[config.mk]
export PLATFORM = sky130hd
export DESIGN_NAME = power_budget_overcurrent_monitor_core
export DESIGN_NICKNAME = d
export VERILOG_FILES = /design/src/pbom_pkg.sv /design/src/pbom_div.sv /design/src/power_budget_overcurrent_monitor_core.sv
export SDC_FILE = /design/constraint.sdc
export NUM_CORES = 1
export LEC_CHECK = 0
export BUFFER_PORTS_ARGS = -buffer_cell sky130_fd_sc_hd__buf_2
export CAP_MARGIN = 20
export CORE_ASPECT_RATIO = 0.5
export CORE_MARGIN = 4
export CORE_UTILIZATION = 49
export DETAILED_ROUTE_END_ITERATION = 10
export PLACE_DENSITY = 0.71
export SLEW_MARGIN = 20
export SYNTH_ARGS = -nofsm -noshare
export SYNTH_HDL_FRONTEND = slang
export SYNTH_HIERARCHICAL = 1
export SYNTH_SLANG_ARGS = --single-unit
[constraint.sdc]
create_clock -name clk -period 7.85 [get_ports clk]
set_input_delay 1.57 -clock clk [delete_from_list [all_inputs] [get_ports clk]]
set_output_delay 1.57 -clock clk [all_outputs]
set_load 0.005 [all_outputs]
[src/pbom_pkg.sv]
// Shared constants, codes and helpers for the power budget monitor.
// No dependencies.
package pbom_pkg;

    localparam int unsigned BUFFER_MAX            = 600;
    localparam int unsigned CURRENT_LIMIT_DEFAULT = 10000;
    localparam int unsigned CURRENT_LIMIT_MAX     = 20000;

    localparam int unsigned DIV_W     = 32;
    localparam int unsigned DVS_W     = 16;
    localparam int unsigned DIV_CNT_W = $clog2(DIV_W);

    localparam int unsigned FLAG_SWITCH = 0;
    localparam int unsigned FLAG_FIRE   = 1;
    localparam int unsigned FLAG_CUT    = 2;
    localparam int unsigned FLAG_OVL    = 3;
    localparam int unsigned FLAG_ADC    = 4;
    localparam int unsigned FLAG_EXC    = 5;
    localparam int unsigned FLAG_SAT    = 6;

    localparam logic [2:0] REQ_TICK      = 3'd0;
    localparam logic [2:0] REQ_SAMPLE    = 3'd1;
    localparam logic [2:0] REQ_SW_ON     = 3'd2;
    localparam logic [2:0] REQ_SW_OFF    = 3'd3;
    localparam logic [2:0] REQ_SET_BUF   = 3'd4;
    localparam logic [2:0] REQ_SET_LIMIT = 3'd5;

    localparam logic [1:0] FAULT_NONE = 2'd0;
    localparam logic [1:0] FAULT_ADC  = 2'd1;
    localparam logic [1:0] FAULT_OC   = 2'd2;
    localparam logic [1:0] FAULT_CUT  = 2'd3;

    localparam logic [2:0] CFG_POWER_LIMIT = 3'd0;
    localparam logic [2:0] CFG_LIMIT_EN    = 3'd1;
    localparam logic [2:0] CFG_SAMPLE_PER  = 3'd2;
    localparam logic [2:0] CFG_SETTLE_PER  = 3'd3;
    localparam logic [2:0] CFG_OC_HOLD     = 3'd4;
    localparam logic [2:0] CFG_CUT_HOLD    = 3'd5;
    localparam logic [2:0] CFG_MAX_FAIL    = 3'd6;
    localparam logic [2:0] CFG_WARNING     = 3'd7;

    typedef logic [6:0] flags_t;

    typedef struct packed {
        logic             start;
        logic [DIV_W-1:0] dividend;
        logic [DVS_W-1:0] divisor;
    } div_req_t;

    typedef struct packed {
        logic             done;
        logic [DIV_W-1:0] quotient;
    } div_rsp_t;

    function automatic logic can_switch_on(input logic sampling, input flags_t f);
        return sampling && !f[FLAG_CUT] && !f[FLAG_OVL] && !f[FLAG_ADC];
    endfunction

    function automatic flags_t switch_off(input flags_t f);
        flags_t r;
        r = f;
        r[FLAG_SWITCH] = 1'b0;
        r[FLAG_FIRE]   = 1'b1;
        return r;
    endfunction

endpackage

[src/pbom_div.sv]
// Shared restoring divider, one quotient bit per cycle.
// Depends on pbom_pkg.
module pbom_div (
    input  logic               clk,
    input  logic               rst_n,
    input  pbom_pkg::div_req_t req,
    output pbom_pkg::div_rsp_t rsp
);
    import pbom_pkg::*;

    logic [DIV_W-1:0]          work_reg;
    logic [DVS_W:0]            rem_reg;
    logic [DVS_W-1:0]          dvs_reg;
    logic [DIV_CNT_W-1:0]      cnt_reg;
    logic                      busy_reg;
    logic                      done_reg;
    logic [DVS_W:0]            rem_sh;
    logic                      fits;

    assign rem_sh = {rem_reg[DVS_W-1:0], work_reg[DIV_W-1]};
    assign fits   = rem_sh >= {1'b0, dvs_reg};

    always_ff @(posedge clk or negedge rst_n)
    begin
        if (!rst_n)
        begin
            busy_reg <= 1'b0;
            done_reg <= 1'b0;
            cnt_reg  <= '0;
        end
        else
        begin
            done_reg <= 1'b0;
            if (req.start)
            begin
                busy_reg <= 1'b1;
                cnt_reg  <= '0;
            end
            else if (busy_reg)
            begin
                cnt_reg <= cnt_reg + 1'b1;
                if (cnt_reg == DIV_CNT_W'(DIV_W - 1))
                begin
                    busy_reg <= 1'b0;
                    done_reg <= 1'b1;
                end
            end
        end
    end

    always_ff @(posedge clk)
    begin
        if (req.start)
        begin
            work_reg <= req.dividend;
            rem_reg  <= '0;
            dvs_reg  <= req.divisor;
        end
        else if (busy_reg)
        begin
            work_reg <= {work_reg[DIV_W-2:0], fits};
            rem_reg  <= fits ? (rem_sh - {1'b0, dvs_reg}) : rem_sh;
        end
    end

    assign rsp.done     = done_reg;
    assign rsp.quotient = work_reg;

endmodule

[src/power_budget_overcurrent_monitor_core.sv]
// Ticks, samples, switch requests and settings give their status word in the next cycle;
// a window-closing sample gives it after two 32-step divisions on the shared divider.
// Throughput: one word per cycle unless in_stall, set by the divisions or an output stall.
// Reset (rst_n, async low): switch on, buffer full, default limits and settings.
// Depends on pbom_pkg and pbom_div.
module power_budget_overcurrent_monitor_core (
    input  logic        clk,
    input  logic        rst_n,
    input  logic        cfg_we,
    input  logic [2:0]  cfg_index,
    input  logic [15:0] cfg_data,
    input  logic        in_valid,
    output logic        in_stall,
    input  logic [2:0]  req_type,
    input  logic [15:0] current_ma,
    input  logic [9:0]  power_w,
    input  logic        adc_start_ok,
    input  logic [15:0] setting_value,
    output logic        out_valid,
    input  logic        out_stall,
    output logic        accepted,
    output logic [6:0]  status_flags,
    output logic [1:0]  fault_cause,
    output logic        adc_start,
    output logic        report_valid,
    output logic [9:0]  avg_power_w,
    output logic [9:0]  peak_power_w,
    output logic [15:0] avg_current_ma,
    output logic [15:0] buffer_deci_j
);
    import pbom_pkg::*;

    typedef enum logic [2:0] {S_IDLE, S_P_GO, S_P_WAIT, S_C_GO, S_C_WAIT} state_t;

    state_t state_reg, state_next;

    logic [9:0]  plim_reg;
    logic        len_reg;
    logic [7:0]  sper_reg;
    logic [15:0] stper_reg, ochold_reg, cuthold_reg;
    logic [7:0]  maxfail_reg;
    logic [9:0]  warn_reg;

    logic [7:0]  sel_reg, sel_next;
    logic [15:0] stel_reg, stel_next;
    logic        due_reg, due_next;
    logic [25:0] sump_reg, sump_next;
    logic [31:0] sumc_reg, sumc_next;
    logic [9:0]  peak_reg, peak_next;
    logic        risk_reg, risk_next;
    logic [15:0] cnt_reg, cnt_next;
    logic [15:0] cut_reg, cut_next;
    logic [16:0] oce_reg, oce_next;
    logic [7:0]  fail_reg, fail_next;
    logic        son_reg, son_next;
    flags_t      flags_reg, flags_next;
    logic [1:0]  fault_reg, fault_next;
    logic [15:0] lcur_reg, lcur_next;
    logic [9:0]  lpow_reg, lpow_next;
    logic [15:0] buf_reg, buf_next;
    logic [15:0] clim_reg, clim_next;
    logic [9:0]  rp0_reg, rp0_next, rp1_reg, rp1_next;
    logic [15:0] rp2_reg, rp2_next;
    logic        ov_reg, ov_next, acc_reg, acc_next, adc_reg, adc_next, rep_reg, rep_next;

    logic        in_acc;
    div_req_t    dreq;
    div_rsp_t    drsp;

    logic [17:0] oce_sum;
    logic [9:0]  diff;
    logic [16:0] buf_up;

    assign in_stall = (state_reg != S_IDLE) || (ov_reg && out_stall);
    assign in_acc   = in_valid && !in_stall;

    assign dreq.start    = (state_reg == S_P_GO) || (state_reg == S_C_GO);
    assign dreq.dividend = (state_reg == S_P_GO) ? {6'd0, sump_reg} : sumc_reg;
    assign dreq.divisor  = cnt_reg;

    pbom_div u_div (
        .clk   (clk),
        .rst_n (rst_n),
        .req   (dreq),
        .rsp   (drsp)
    );

    always_comb
    begin
        state_next = state_reg;
        sel_next = sel_reg;   stel_next = stel_reg;  due_next = due_reg;
        sump_next = sump_reg; sumc_next = sumc_reg;  peak_next = peak_reg;
        risk_next = risk_reg; cnt_next = cnt_reg;    cut_next = cut_reg;
        oce_next = oce_reg;   fail_next = fail_reg;  son_next = son_reg;
        flags_next = flags_reg; fault_next = fault_reg;
        lcur_next = lcur_reg; lpow_next = lpow_reg;  buf_next = buf_reg;
        clim_next = clim_reg; rp0_next = rp0_reg;    rp1_next = rp1_reg;
        rp2_next = rp2_reg;
        ov_next = ov_reg && out_stall;
        acc_next = acc_reg; adc_next = adc_reg; rep_next = rep_reg;
        oce_sum = 18'(oce_reg) + 18'(sper_reg);
        diff = '0;
        buf_up = '0;

        if (in_acc)
        begin
            acc_next = 1'b0;
            adc_next = 1'b0;
            rep_next = 1'b0;
            ov_next  = 1'b1;
            case (req_type)
                REQ_TICK:
                begin
                    acc_next = 1'b1;
                    if (cut_reg != 16'd0)
                    begin
                        cut_next = cut_reg - 16'd1;
                        if (cut_reg == 16'd1)
                        begin
                            flags_next[FLAG_CUT] = 1'b0;
                            if (can_switch_on(son_reg, flags_next))
                            begin
                                flags_next[FLAG_SWITCH] = 1'b1;
                                flags_next[FLAG_FIRE]   = 1'b0;
                            end
                        end
                    end
                    if (son_reg)
                    begin
                        if (sel_reg != 8'hFF)
                            sel_next = sel_reg + 8'd1;
                        if (stel_reg != 16'hFFFF)
                            stel_next = stel_reg + 16'd1;
                        if (stel_next >= stper_reg)
                        begin
                            stel_next = '0;
                            due_next  = 1'b1;
                        end
                        if (sel_next >= sper_reg)
                        begin
                            adc_next = 1'b1;
                            sel_next = '0;
                            if (adc_start_ok)
                                fail_next = '0;
                            else
                            begin
                                if (fail_reg != 8'hFF)
                                    fail_next = fail_reg + 8'd1;
                                if (fail_next >= maxfail_reg)
                                begin
                                    flags_next = switch_off(flags_next);
                                    flags_next[FLAG_ADC] = 1'b1;
                                    fault_next = FAULT_ADC;
                                    son_next   = 1'b0;
                                end
                            end
                        end
                    end
                end
                REQ_SAMPLE:
                begin
                    acc_next  = 1'b1;
                    lcur_next = current_ma;
                    lpow_next = power_w;
                    flags_next[FLAG_SAT] = power_w > warn_reg;
                    if (clim_reg != 16'd0 && current_ma >= clim_reg && !flags_reg[FLAG_OVL])
                    begin
                        oce_next = oce_sum[17] ? 17'h1FFFF : oce_sum[16:0];
                        if (oce_next >= 17'(ochold_reg))
                        begin
                            fault_next = FAULT_OC;
                            flags_next = switch_off(flags_next);
                            flags_next[FLAG_OVL] = 1'b1;
                        end
                    end
                    else if (!flags_reg[FLAG_OVL])
                        oce_next = '0;
                    if (cnt_reg != 16'hFFFF)
                    begin
                        sump_next = sump_reg + 26'(power_w);
                        sumc_next = sumc_reg + 32'(current_ma);
                        cnt_next  = cnt_reg + 16'd1;
                    end
                    if (power_w > peak_reg)
                        peak_next = power_w;
                    if (flags_next[FLAG_SAT])
                        risk_next = 1'b1;
                    if (due_reg)
                    begin
                        due_next   = 1'b0;
                        ov_next    = 1'b0;
                        state_next = S_P_GO;
                    end
                end
                REQ_SW_ON:
                begin
                    if (can_switch_on(son_reg, flags_reg))
                    begin
                        flags_next[FLAG_SWITCH] = 1'b1;
                        flags_next[FLAG_FIRE]   = 1'b0;
                        acc_next = 1'b1;
                    end
                end
                REQ_SW_OFF:
                begin
                    flags_next = switch_off(flags_reg);
                    acc_next   = 1'b1;
                end
                REQ_SET_BUF:
                begin
                    if (setting_value <= 16'(BUFFER_MAX))
                    begin
                        buf_next = setting_value;
                        acc_next = 1'b1;
                    end
                end
                REQ_SET_LIMIT:
                begin
                    if (setting_value <= 16'(CURRENT_LIMIT_MAX))
                    begin
                        clim_next = setting_value;
                        oce_next  = '0;
                        if (setting_value == 16'd0 || lcur_reg < setting_value)
                            flags_next[FLAG_OVL] = 1'b0;
                        acc_next = 1'b1;
                    end
                end
                default:
                begin
                    acc_next = 1'b0;
                end
            endcase
        end
        else
        begin
            case (state_reg)
                S_P_GO:
                    state_next = S_P_WAIT;
                S_P_WAIT:
                begin
                    if (drsp.done)
                    begin
                        rp0_next   = drsp.quotient[9:0];
                        state_next = S_C_GO;
                    end
                end
                S_C_GO:
                    state_next = S_C_WAIT;
                S_C_WAIT:
                begin
                    if (drsp.done)
                    begin
                        rp2_next  = drsp.quotient[15:0];
                        rp1_next  = peak_reg;
                        flags_next[FLAG_SAT] = risk_reg;
                        flags_next[FLAG_EXC] = 1'b0;
                        sump_next = '0;
                        sumc_next = '0;
                        peak_next = '0;
                        risk_next = 1'b0;
                        cnt_next  = '0;
                        if (len_reg)
                        begin
                            if (lpow_reg > plim_reg)
                            begin
                                diff = lpow_reg - plim_reg;
                                flags_next[FLAG_EXC] = 1'b1;
                                buf_next = (16'(diff) >= buf_reg) ? 16'd0 :
                                           buf_reg - 16'(diff);
                            end
                            else
                            begin
                                diff   = plim_reg - lpow_reg;
                                buf_up = 17'(diff) + 17'(buf_reg);
                                buf_next = (buf_up >= 17'(BUFFER_MAX)) ? 16'(BUFFER_MAX) :
                                           buf_up[15:0];
                            end
                            if (buf_next == 16'd0 && flags_next[FLAG_EXC] &&
                                !flags_next[FLAG_CUT])
                            begin
                                flags_next = switch_off(flags_next);
                                flags_next[FLAG_CUT] = 1'b1;
                                fault_next = FAULT_CUT;
                                cut_next   = (cuthold_reg == 16'd0) ? 16'd1 : cuthold_reg;
                            end
                        end
                        acc_next   = 1'b1;
                        adc_next   = 1'b0;
                        rep_next   = 1'b1;
                        ov_next    = 1'b1;
                        state_next = S_IDLE;
                    end
                end
                default:
                    state_next = S_IDLE;
            endcase
        end
    end

    always_ff @(posedge clk or negedge rst_n)
    begin
        if (!rst_n)
        begin
            state_reg <= S_IDLE;
            plim_reg <= 10'd60;   len_reg <= 1'b1;      sper_reg <= 8'd1;
            stper_reg <= 16'd100; ochold_reg <= 16'd10; cuthold_reg <= 16'd1000;
            maxfail_reg <= 8'd3;  warn_reg <= 10'd500;
            sel_reg <= '0;  stel_reg <= '0; due_reg <= 1'b0;
            sump_reg <= '0; sumc_reg <= '0; peak_reg <= '0; risk_reg <= 1'b0;
            cnt_reg <= '0;  cut_reg <= '0;  oce_reg <= '0;  fail_reg <= '0;
            son_reg <= 1'b1;
            flags_reg <= flags_t'(1) << FLAG_SWITCH;
            fault_reg <= FAULT_NONE;
            lcur_reg <= '0; lpow_reg <= '0;
            buf_reg  <= 16'(BUFFER_MAX);
            clim_reg <= 16'(CURRENT_LIMIT_DEFAULT);
            rp0_reg <= '0; rp1_reg <= '0; rp2_reg <= '0;
            ov_reg <= 1'b0; acc_reg <= 1'b0; adc_reg <= 1'b0; rep_reg <= 1'b0;
        end
        else
        begin
            state_reg <= state_next;
            sel_reg <= sel_next;   stel_reg <= stel_next; due_reg <= due_next;
            sump_reg <= sump_next; sumc_reg <= sumc_next; peak_reg <= peak_next;
            risk_reg <= risk_next; cnt_reg <= cnt_next;   cut_reg <= cut_next;
            oce_reg <= oce_next;   fail_reg <= fail_next; son_reg <= son_next;
            flags_reg <= flags_next; fault_reg <= fault_next;
            lcur_reg <= lcur_next; lpow_reg <= lpow_next; buf_reg <= buf_next;
            clim_reg <= clim_next; rp0_reg <= rp0_next;   rp1_reg <= rp1_next;
            rp2_reg <= rp2_next;
            ov_reg <= ov_next; acc_reg <= acc_next; adc_reg <= adc_next; rep_reg <= rep_next;
            if (cfg_we)
            begin
                case (cfg_index)
                    CFG_POWER_LIMIT: plim_reg    <= cfg_data[9:0];
                    CFG_LIMIT_EN:    len_reg     <= cfg_data[0];
                    CFG_SAMPLE_PER:  sper_reg    <= cfg_data[7:0];
                    CFG_SETTLE_PER:  stper_reg   <= cfg_data;
                    CFG_OC_HOLD:     ochold_reg  <= cfg_data;
                    CFG_CUT_HOLD:    cuthold_reg <= cfg_data;
                    CFG_MAX_FAIL:    maxfail_reg <= cfg_data[7:0];
                    CFG_WARNING:     warn_reg    <= cfg_data[9:0];
                    default:         warn_reg    <= warn_reg;
                endcase
            end
        end
    end

    assign out_valid      = ov_reg;
    assign accepted       = acc_reg;
    assign status_flags   = flags_reg;
    assign fault_cause    = fault_reg;
    assign adc_start      = adc_reg;
    assign report_valid   = rep_reg;
    assign avg_power_w    = rp0_reg;
    assign peak_power_w   = rp1_reg;
    assign avg_current_ma = rp2_reg;
    assign buffer_deci_j  = buf_reg;

endmodule

==> results of run 1 <==
==> cell type report <==
| type | count | area [sq um] | share of cell area |
|---|---|---|---|
| clock buffers | 59 | 1215 | 0.04224 |
| inverters | 175 | 656.9 | 0.02284 |
| flip-flops and latches | 418 | 10670 | 0.3708 |
| repair buffers | 156 | 868.3 | 0.03019 |
| diodes | 1 | 2.502 | 0.00008700 |
| well taps | 701 | 877.1 | 0.03049 |
| multi-input cells | 2022 | 14110 | 0.4905 |
| clock inverters | 19 | 370.4 | 0.01288 |
==> cells by family after synthesis <==
kind of cell,Yosys count
AND/OR/NAND/NOR,883
AO/OA/AOI/OAI,671
flip-flops,418
buffers and inverters,289
adder cells (fa/ha/maj),205
multiplexers,138
XOR/XNOR,125
==> power breakdown <==
part / total (mW) / internal [mW] / leakage [nW] / switching (mW)
combinational: 5.06 / 2.13 / 7.52 / 2.93
clock: 2.31 / 1.39 / 0.766 / 0.920
sequential: 3.24 / 2.80 / 5.17 / 0.439
==> how the worst max path moves through the flow <==
stage / endpoint / start / slack, ns
4_1_cts: cut_reg[5] / plim_reg[2] / 2.61
6_report: cut_reg[5] / plim_reg[2] / 2.54
3_5_place_dp: cut_reg[5] / plim_reg[2] / 2.65
5_1_grt: cut_reg[5] / plim_reg[2] / 2.09
2_1_floorplan: cut_reg[7] / plim_reg[2] / 3.33
3_3_place_gp: cut_reg[8] / plim_reg[2] / 2.83
==> cells in the mapped netlist, drive strengths merged, types with 46 or more instances <==
library cell and number:
a21oi 134, nand4 46, o21ai 204, clkbuf 91
nor2 178, nand3 80, nor3 49, edfxtp 48
xnor2 59, nand2 321, inv 174, a21o 51
dfrtp 318, mux2 128, a22o 57, xor2 66
ha 197
==> layer usage <==
layer	GRT usage	share of wire	vias up
met3	0.04234	0.060	136
met2	0.3941	0.47	553
met1	0.3157	0.44	10220
met5	0	0	-
li1	-	-	9998
met4	0.07187	0.029	0
==> stage by stage <==
stage                       util  hold slack (ns)
after floorplan                -           0.4365
after global placement    0.5214           0.4510
after detailed placement  0.5214           0.4565
after CTS                 0.5519           0.4777
after global routing      0.5519           0.5029
final                     0.5519           0.4699
==> worst max-delay path: stages, from the launching register on <==
cell,delay (ns)
dfstp_2,0.53
inv_1,0.05
ha_1,0.41
inv_1,0.06
o21bai_1,0.22
a21oi_1,0.10
o21bai_1,0.28
a21o_1,0.16
a21oi_1,0.07
xor2_1,0.16
ha_1,0.39
a211oi_1,0.38
nor2_1,0.13
or2_1,0.28
o41ai_1,0.37
o2111ai_1,0.18
nor4_2,0.34
nor2_2,0.15
nor3_4,0.62
o221ai_1,0.24
==> summary.md, run 1 <==
| Metric | Value |
|---|---|
| Non-Filler Cell Area, Final | around 0.029 sq mm |
| Post-synth ARST share | 0.8469 |
| Starting density of the core | 0.4965 |
| Commonest non-fill, non-tap cell in the layout | nand2_1 |
| Tmin final | 5.311 ns |
| Synth unique cells | 97 |
| Data required time of the worst path | 8.25 ns |
| Outcome | finished clean |
| Vias in the first global route | ~20000 |
| Worst Hold Launch | u_div/work_reg[13] |
| Reg-to-Reg Start | plim_reg[2] |
| Area contributors post-synth | dfrtp_1, ha_1, edfxtp_1 |
| RSZ-0062 raised after global routing | no |
| Area Growth Syn to Fin | 11.16% |
| Biggest area consumer among synthesized cells | dfrtp_1 |
| First-pass GRT wire length | ~110 mm |
| Period utilization | 0.6766 |
| Synth top area share | 0.3075 |
| Hold path endpoint | avg_current_ma[13] |
| Detailed placer's ending HPWL | 49.19 mm |
| Final setup margin | 2.539 ns |
| Drt first pass iters | 6 |
| Clock buffer depth | 3 |
| Clk pin slew, worst setup/hold paths | 0.06 ns |
| Slew Viols, Final | 0 |
| Final Hold Fails | 0 |
| Commonest cells after routing, fill and taps aside | nand2_1, dfrtp_1, ha_1, o21ai_0, nor2_1 |
| Worst setup EP type | register |
| Layout cells sized above 1 | 0.1530 |
| Final GP Congestion | 0.9543 |
| Critical path class | reg2reg |
| Vias per cell | roughly 5.9 |
| CTS Buf Count | 42 |
| FF-to-FF setup slack | 2.54 ns |
| Worst hold path type | reg2reg |
| Top-Level Pins | 136 |
| Placed cell area | 0.02718 sq mm |
| DP Worst Slack | 2.651 ns |
| Die Y | 170.5 microns |
| Pleak | 13.46 nW |
| Max cap viols | 0 |
| Post-Synth Simple-Gate Area | 0.1641 |
| Worst-margin pin slew | 1.073 ns |
| PwrDens | 368.8 mW/mm^2 |
| Crit path DAT | 5.71 ns |
| Initial DRC count | 1889 |
| FF+latch count, synth | 418 |
| Chip Width | between 300 and 400 microns |
| All-layer global routing usage | 0.2355 |
| Syn Area/Cell | 9.482 sq um |
| Synthesized Nets | 3004 |
| Die ar. | 0.05677 sq mm |
| Largest net degree at the start of global routing | 140 |
| Maximum vdd drop | 0.1962 mV |
| Worst-path fanout max | 16 |
| Fillers | 4614 |
| Number of port buffers | between 100 and 150 |
| Final wirelength | slightly below 70 mm |
| R2R depth | 19 |
| Post-CTS Hold Fix Bufs | 0 |
| Via count | 20910 |
| Worst setup SP type | register |
| Synth Area in Compound Gates | 0.1759 |
| Core Rows | 59 |
| Clk_lat worst skew | 0.58 ns |
| Clock sink total | roughly 420 |
| Clk_skew | 0.02660 ns |
| Htree depth | 2 |
| Post-synthesis mux area share | 0.05957 |
| Slew margin rel. | 0.2811 |
| R2R Path End | cut_reg[5] |
| Synth warn | 6 |
| Largest family of logic cells by synthesized area | compound AO/OA/AOI/OAI gates |
| Setup Viol. Count Final | 0 |
| Mapped Cells | 2729 |
| Adder-cell share of the synthesized area | 0.1014 |
| Min-Delay Path Depth | 2 |
| DRC Markers | 0 |
| Register area share after synthesis | 0.4122 |
| CTS resizes | 0 |
| Ys flop type | dfrtp_1 |
| Pwr Total | ~11 mW |
| Number of synthesized flops with an enable pin | 48 |
| Finished Layout Cells | between 3000 and 4000 |
| Wirelength per Cell | 19.22 microns |
| Post-DRT Antenna Nets | 0 |
| TNS Setup | 0 ns |
| Core box area | roughly 0.052 sq mm |
| TritonCTS clock tree | done |
| Initial antenna violation count | 1 |
| Post-Syn Area | 0.02588 sq mm |
| Congestion Overflow GR | 0 |
| Final nets | around 3100 |
| Placed cells | approximately 3500 |
| Post-CTS setup buffer count | 0 |
| Fmax achieved | between 150 and 200 MHz |
| Clock Tree Root | clkbuf_16 |
| Fraction of synthesized cell area in xor and xnor cells | 0.04231 |
Power figures use the tool's default switching activity.
==> inputs of run 2 (changes only) <==
==> constraint.sdc (replaced) <==
create_clock -name clk -period 5.6 [get_ports clk]
set_input_delay 1.12 -clock clk [delete_from_list [all_inputs] [get_ports clk]]
set_output_delay 1.12 -clock clk [all_outputs]
set_load 0.005 [all_outputs]
==> run 2 against run 1 <==
Compared with the run above:
- critical path depth rose by 2
- sequential cell count did not move
- cell count barely moved
- utilization fell by 0.36 points
- global-route usage fell by 0.052 points
- highest routed layer unchanged
==> summary.md, run 2 (synthesis results as in run 1) <==
| Metric | Value |
|---|---|
| Worst-margin pin slew | 0.9258 ns |
| Antenna Cells | 0 |
| Core Rows | 59 |
| Period utilization | 0.9281 |
| Drt first pass iters | 5 |
| Critical path's largest stage delay | 0.53 ns |
| Detailed placer's ending HPWL | between 40 and 50 mm |
| Final Hold Fails | 0 |
| Wirelength per Cell | 19.13 microns |
| Max cap viols | 0 |
| TritonCTS clock tree | done |
| Net Sw Frac | 0.4156 |
| Core box area | about 0.052 sq mm |
| Crit path from | plim_reg[2] |
| Top-Level Pins | 136 |
| Delay-heaviest family, CP | compound AO/OA/AOI/OAI gates |
| Die ar. | 0.05677 sq mm |
| Clock power share | 0.194 |
| Via count | about 21000 |
| Outcome | finished clean |
| Vias in the first global route | 20040 |
| Final nets | 3095 |
| Area Growth Syn to Fin | 10.44% |
| Sw Pwr | 6.024 mW |
| Clock buffer depth | 3 |
| Cell-internal power | 8.471 mW |
| Pwr Total | 14.49 mW |
| Footprint of the multi-input gates | 0.01411 sq mm |
| Clk_skew | 0.03663 ns |
| Worst setup EP type | register |
| Vias per cell | 5.869 |
| First-pass GRT wire length | 108.8 mm |
| Fmax achieved | between 150 and 200 MHz |
| Number of port buffers | 135 |
| Worst-path fanout max | 14 |
| Register Area | 0.01067 sq mm |
| Commonest cells after routing, fill and taps aside | nand2_1, dfrtp_1, ha_1, o21ai_0, nor2_1 |
| Chip Width | 333.0 microns |
| Congestion Overflow GR | 0 |
| Worst hold path type | reg2reg |
| Slowest cell on crit path | dfstp_2 |
| Largest net degree at the start of global routing | 115 |
| Clock sink total | between 400 and 500 |
| Crit path DAT | 5.64 ns |
| Maximum vdd drop | around 0.32 mV |
| PwrDens | roughly 510 mW/mm^2 |
| Final wirelength | slightly below 70 mm |
| Combinational share of power | 0.493 |
| Power share of the sequential group | 0.313 |
| Post-DRT Antenna Nets | 0 |
| RSZ-0062 raised after global routing | no |
| Layout cells sized above 1 | 0.1543 |
| Critical path class | reg2reg |
| Initial DRC count | 1580 |
| All-layer global routing usage | 0.2350 |
| Slew Viols, Final | 0 |
| Clk pin slew, worst setup/hold paths | about 0.070 ns |
| Data required time of the worst path | ~6.1 ns |
| DRC Markers | 0 |
| Initial antenna violation count | 0 |
| Htree depth | 2 |
| Worst setup SP type | register |
| TNS Setup | 0 ns |
| Clock Tree Root | clkbuf_16 |
| Slew margin rel. | 0.3796 |
| Tmin final | around 5.2 ns |
| Die Y | 170.5 microns |
| Pleak | 13.38 nW |
| Starting density of the core | 0.4965 |
| Reg-to-Reg Start | plim_reg[2] |
| Clk_lat worst skew | about 0.57 ns |
| Setup Viol. Count Final | 0 |
| Commonest non-fill, non-tap cell in the layout | nand2_1 |
| Fillers | 4660 |
| Worst Hold Launch | cnt_reg[15] |
| Final GP Congestion | ~0.9 |
| CTS Buf Count | 41 |
| Cells along the critical path | inv_1 > ha_1 > inv_1 > o21bai_1 > a21oi_1 > o21bai_1 > a21o_1 > a21oi_1 > xor2_1 > ha_1 > a211oi_1 > o21ai_1 > or2_1 > or3_1 > nor3_1 > nand3b_1 > o2111a_2 > nor3_4 > buf_12 > buf_4 > o311a_1 |
| Buffers & Inverters on Critical Path | 4 |
run 2: cell count changes in the layout (fill, tap and decap cells not counted), sizes merged:
cell / change
clkinv: +11
inv: -1
buf: +6
clkbuf: -7
bufinv: -6
diode: -1
run 2: routing by layer:
layer,vias up,part of all wire,routed length (microns),global-route usage
met3,111,0.049,3320,0.03158
met1,10200,0.45,30510,0.3182
met5,-,0,0,0
li1,10020,-,-,-
met4,0,0.025,1700,0.06136
met2,528,0.48,32450,0.4025
run 2: final cells by class:
cell class,count,share of cell area
Tap cell,701,0.03069
Clock buffer,52,0.03910
Sequential cell,418,0.3732
Multi-Input combinational cell,2022,0.4937
Inverter,175,0.02299
Clock inverter,23,0.007706
Timing Repair Buffer,162,0.03253
run 2: stage by stage:
stage	setup WS [ns]	hold WS, ns	area, sq um	instances	util
2_1_floorplan	1.083	0.4365	25880	2729	-
5_1_grt	0.004261	0.4774	28580	3553	0.5483
4_1_cts	0.3500	0.4552	28550	3552	0.5479
6_report	0.4029	0.4599	28580	3553	0.5483
3_3_place_gp	0.4398	0.4529	27210	3476	0.5220
3_5_place_dp	0.4196	0.4577	27220	3477	0.5222
run 2: final timing paths:
kind	end	slack, ns	depth (start not counted)
worst min register to register	u_div/dvs_reg[15]	0.46	0
worst min-delay path	u_div/dvs_reg[15]	0.46	0
worst max register to register	status_flags[1]	0.40	21
max in group asynchronous	oce_reg[4]	3.80	2
worst max-delay path	status_flags[1]	0.40	21
min in group asynchronous	sumc_reg[24]	0.58	1
run 2: repair_timing:
action | in CTS | in global routing
setup endpoints to repair | 0 | 4
gates resized for setup | 0 | 1
setup buffers | 0 | 1
hold buffers | 0 | 0
run 2: power groups by stage:
| stage | combinational, mW | sequential, mW | clock [mW] |
|---|---|---|---|
| final | 7.14 | 4.54 | 2.81 |
| after global routing | 7.92 | 4.63 | 3.00 |
| after detailed placement | 7.02 | 4.58 | 0 |
| after CTS | 7.07 | 4.53 | 2.87 |
| after floorplan | 5.44 | 4.35 | 0 |
| after global placement | 6.92 | 4.55 | 0 |
==> inputs of run 3 (changes only) <==
--- a/config.mk
+++ b/config.mk
@@ -10,6 +10,7 @@
 export CORE_ASPECT_RATIO = 0.5
 export CORE_MARGIN = 4
 export CORE_UTILIZATION = 49
+export CTS_BUF_LIST = sky130_fd_sc_hd__clkbuf_4
 export DETAILED_ROUTE_END_ITERATION = 10
 export PLACE_DENSITY = 0.71
 export SLEW_MARGIN = 20
==> run 3 against run 2 <==
Compared with the run above:
- non-clock buffer count did not move
- setup slack got worse by 0.016 ns
- cell count rose by 3.1%
- critical path type unchanged
- largest power group unchanged
==> summary.md, run 3 (synthesis results as in run 1) <==
| Metric | Value |
|---|---|
| FF-to-FF setup slack | about 0.39 ns |
| Die Y | roughly 170 microns |
| Outcome | finished clean |
| Pleak | 13.49 nW |
| Clock sink total | 418 |
| Maximum vdd drop | 0.3155 mV |
| Worst-margin pin slew | 0.9398 ns |
| Worst setup SP type | register |
| CTS Buf Count | a little under 100 |
| All-layer global routing usage | 0.2396 |
| Cells along the critical path | inv_1 > ha_1 > inv_1 > o21bai_1 > a21oi_1 > o21bai_1 > a21o_1 > a21oi_1 > xor2_1 > ha_1 > a211oi_1 > o21ai_1 > or2_1 > or3_1 > nor3_1 > nand3b_1 > o2111a_2 > nor3_4 > buf_12 > buf_4 > o311a_1 |
| Core box area | 0.05212 sq mm |
| Clk_skew | 0.06342 ns |
| Starting density of the core | 0.4965 |
| Detailed placer's ending HPWL | 49.35 mm |
| Die ar. | 0.05677 sq mm |
| Data required time of the worst path | between 6 and 7 ns |
| R2R Path End | status_flags[1] |
| Top-Level Pins | 136 |
| Congestion Overflow GR | 0 |
| Htree depth | 3 |
| Crit path DAT | 5.94 ns |
| Critical path's largest stage delay | around 0.53 ns |
| Finished Layout Cells | 3662 |
| Chip Width | 333.0 microns |
| R2R depth | 21 |
| Drt first pass iters | 5 |
| Largest net degree at the start of global routing | around 120 |
| DRC Markers | 0 |
| Delay-heaviest family, CP | compound AO/OA/AOI/OAI gates |
| Reg-to-Reg Start | plim_reg[2] |
| Setup Viol. Count Final | 0 |
| Slew margin rel. | 0.3668 |
| Commonest cells after routing, fill and taps aside | nand2_1, dfrtp_1, ha_1, o21ai_0, nor2_1 |
| Number of port buffers | 135 |
| Clk pin slew, worst setup/hold paths | 0.07 ns |
| Placed cells | ~3500 |
| Register Area | 0.01067 sq mm |
| Tmin final | approximately 5.2 ns |
| Post-DRT Antenna Nets | 0 |
| TNS Setup | 0 ns |
| Period utilization | 0.9310 |
| Worst setup EP type | register |
| Core Rows | 59 |
| Clock Tree Root | clkbuf_4 |
| Footprint of the multi-input gates | 0.01411 sq mm |
| RSZ-0062 raised after global routing | no |
| Max cap viols | 0 |
| Slowest cell on crit path | dfstp_2 |
| Initial DRC count | 1726 |
| Layout cells sized above 1 | 0.1788 |
| Final Hold Fails | 0 |
| PwrDens | about 500 mW/mm^2 |
| Vias in the first global route | 20460 |
| Critical path class | reg2reg |
| Fillers | 4703 |
| Worst hold path type | in2async |
| Clk_lat worst skew | about 0.89 ns |
| Area Growth Syn to Fin | 10.38% |
| Final GP Congestion | roughly 0.9 |
| Buffers & Inverters on Critical Path | 4 |
| Initial antenna violation count | 2 |
| Fmax achieved | about 190 MHz |
| Slew Viols, Final | 0 |
| Via count | 21230 |
| Final wirelength | 68.42 mm |
| TritonCTS clock tree | done |
| Clock buffer depth | 3 |
| Wirelength per Cell | 18.68 microns |
| Vias per cell | just under 6 |
| Commonest non-fill, non-tap cell in the layout | nand2_1 |
| Post-CTS Hold Fix Bufs | 0 |
| Worst-path fanout max | 14 |
| Final nets | 3152 |
| First-pass GRT wire length | 109.9 mm |
==> run 3: cell type report <==
| type | count | share of cell area |
|---|---|---|
| clock buffers | 145 | 0.03811 |
| diodes | 3 | 0.0002628 |
| inverters | 175 | 0.02300 |
| repair buffers | 162 | 0.03255 |
| well taps | 701 | 0.03071 |
| flip-flops and latches | 418 | 0.3734 |
| multi-input cells | 2022 | 0.4940 |
| clock inverters | 36 | 0.007929 |
==> run 3: worst max path at each step <==
stage	start	end	slack, ns	cells after the start
3_5_place_dp	plim_reg[2]	status_flags[1]	0.42	20
4_1_cts	plim_reg[2]	status_flags[1]	0.35	20
3_3_place_gp	plim_reg[2]	status_flags[1]	0.44	20
6_report	plim_reg[2]	status_flags[1]	0.39	21
5_1_grt	plim_reg[2]	status_flags[1]	0.01	21
2_1_floorplan	plim_reg[2]	cut_reg[7]	1.08	20
==> run 3: power by group <==
part | total, mW | switching [mW] | internal (mW)
Clock | 2.62 | 1.29 | 1.33
Sequential | 4.54 | 0.620 | 3.92
Combinational | 7.13 | 4.15 | 2.99
==> run 3: routing by layer <==
metal  vias up  wire (microns)  track usage
met5         -               0            0
met4         0            2231      0.09176
met3       134            3669      0.04211
met2       546           31950       0.3966
met1     10360           30570       0.3180
li1      10180               -            -
==> run 3: per-stage QoR <==
| stage | setup WS (ns) | instance area [sq um] | hold slack, ns | power (mW) | util |
|---|---|---|---|---|---|
| final | 0.3867 | 28560 | 0.3149 | 14.29 | 0.5480 |
| after global routing | 0.01149 | 28560 | 0.3240 | 15.41 | 0.5480 |
| after CTS | 0.3490 | 28530 | 0.2930 | 14.29 | 0.5475 |
| after detailed placement | 0.4196 | 27220 | 0.4577 | 11.59 | 0.5222 |
| after global placement | 0.4398 | 27210 | 0.4529 | 11.47 | 0.5220 |
| after floorplan | 1.083 | 25880 | 0.4365 | 9.783 | - |
==> run 3: what timing repair did <==
item / 4_1_cts / 5_1_grt
setup buffers: 0 / 1
setup endpoints to repair: 0 / 3
resized for setup: 0 / 1
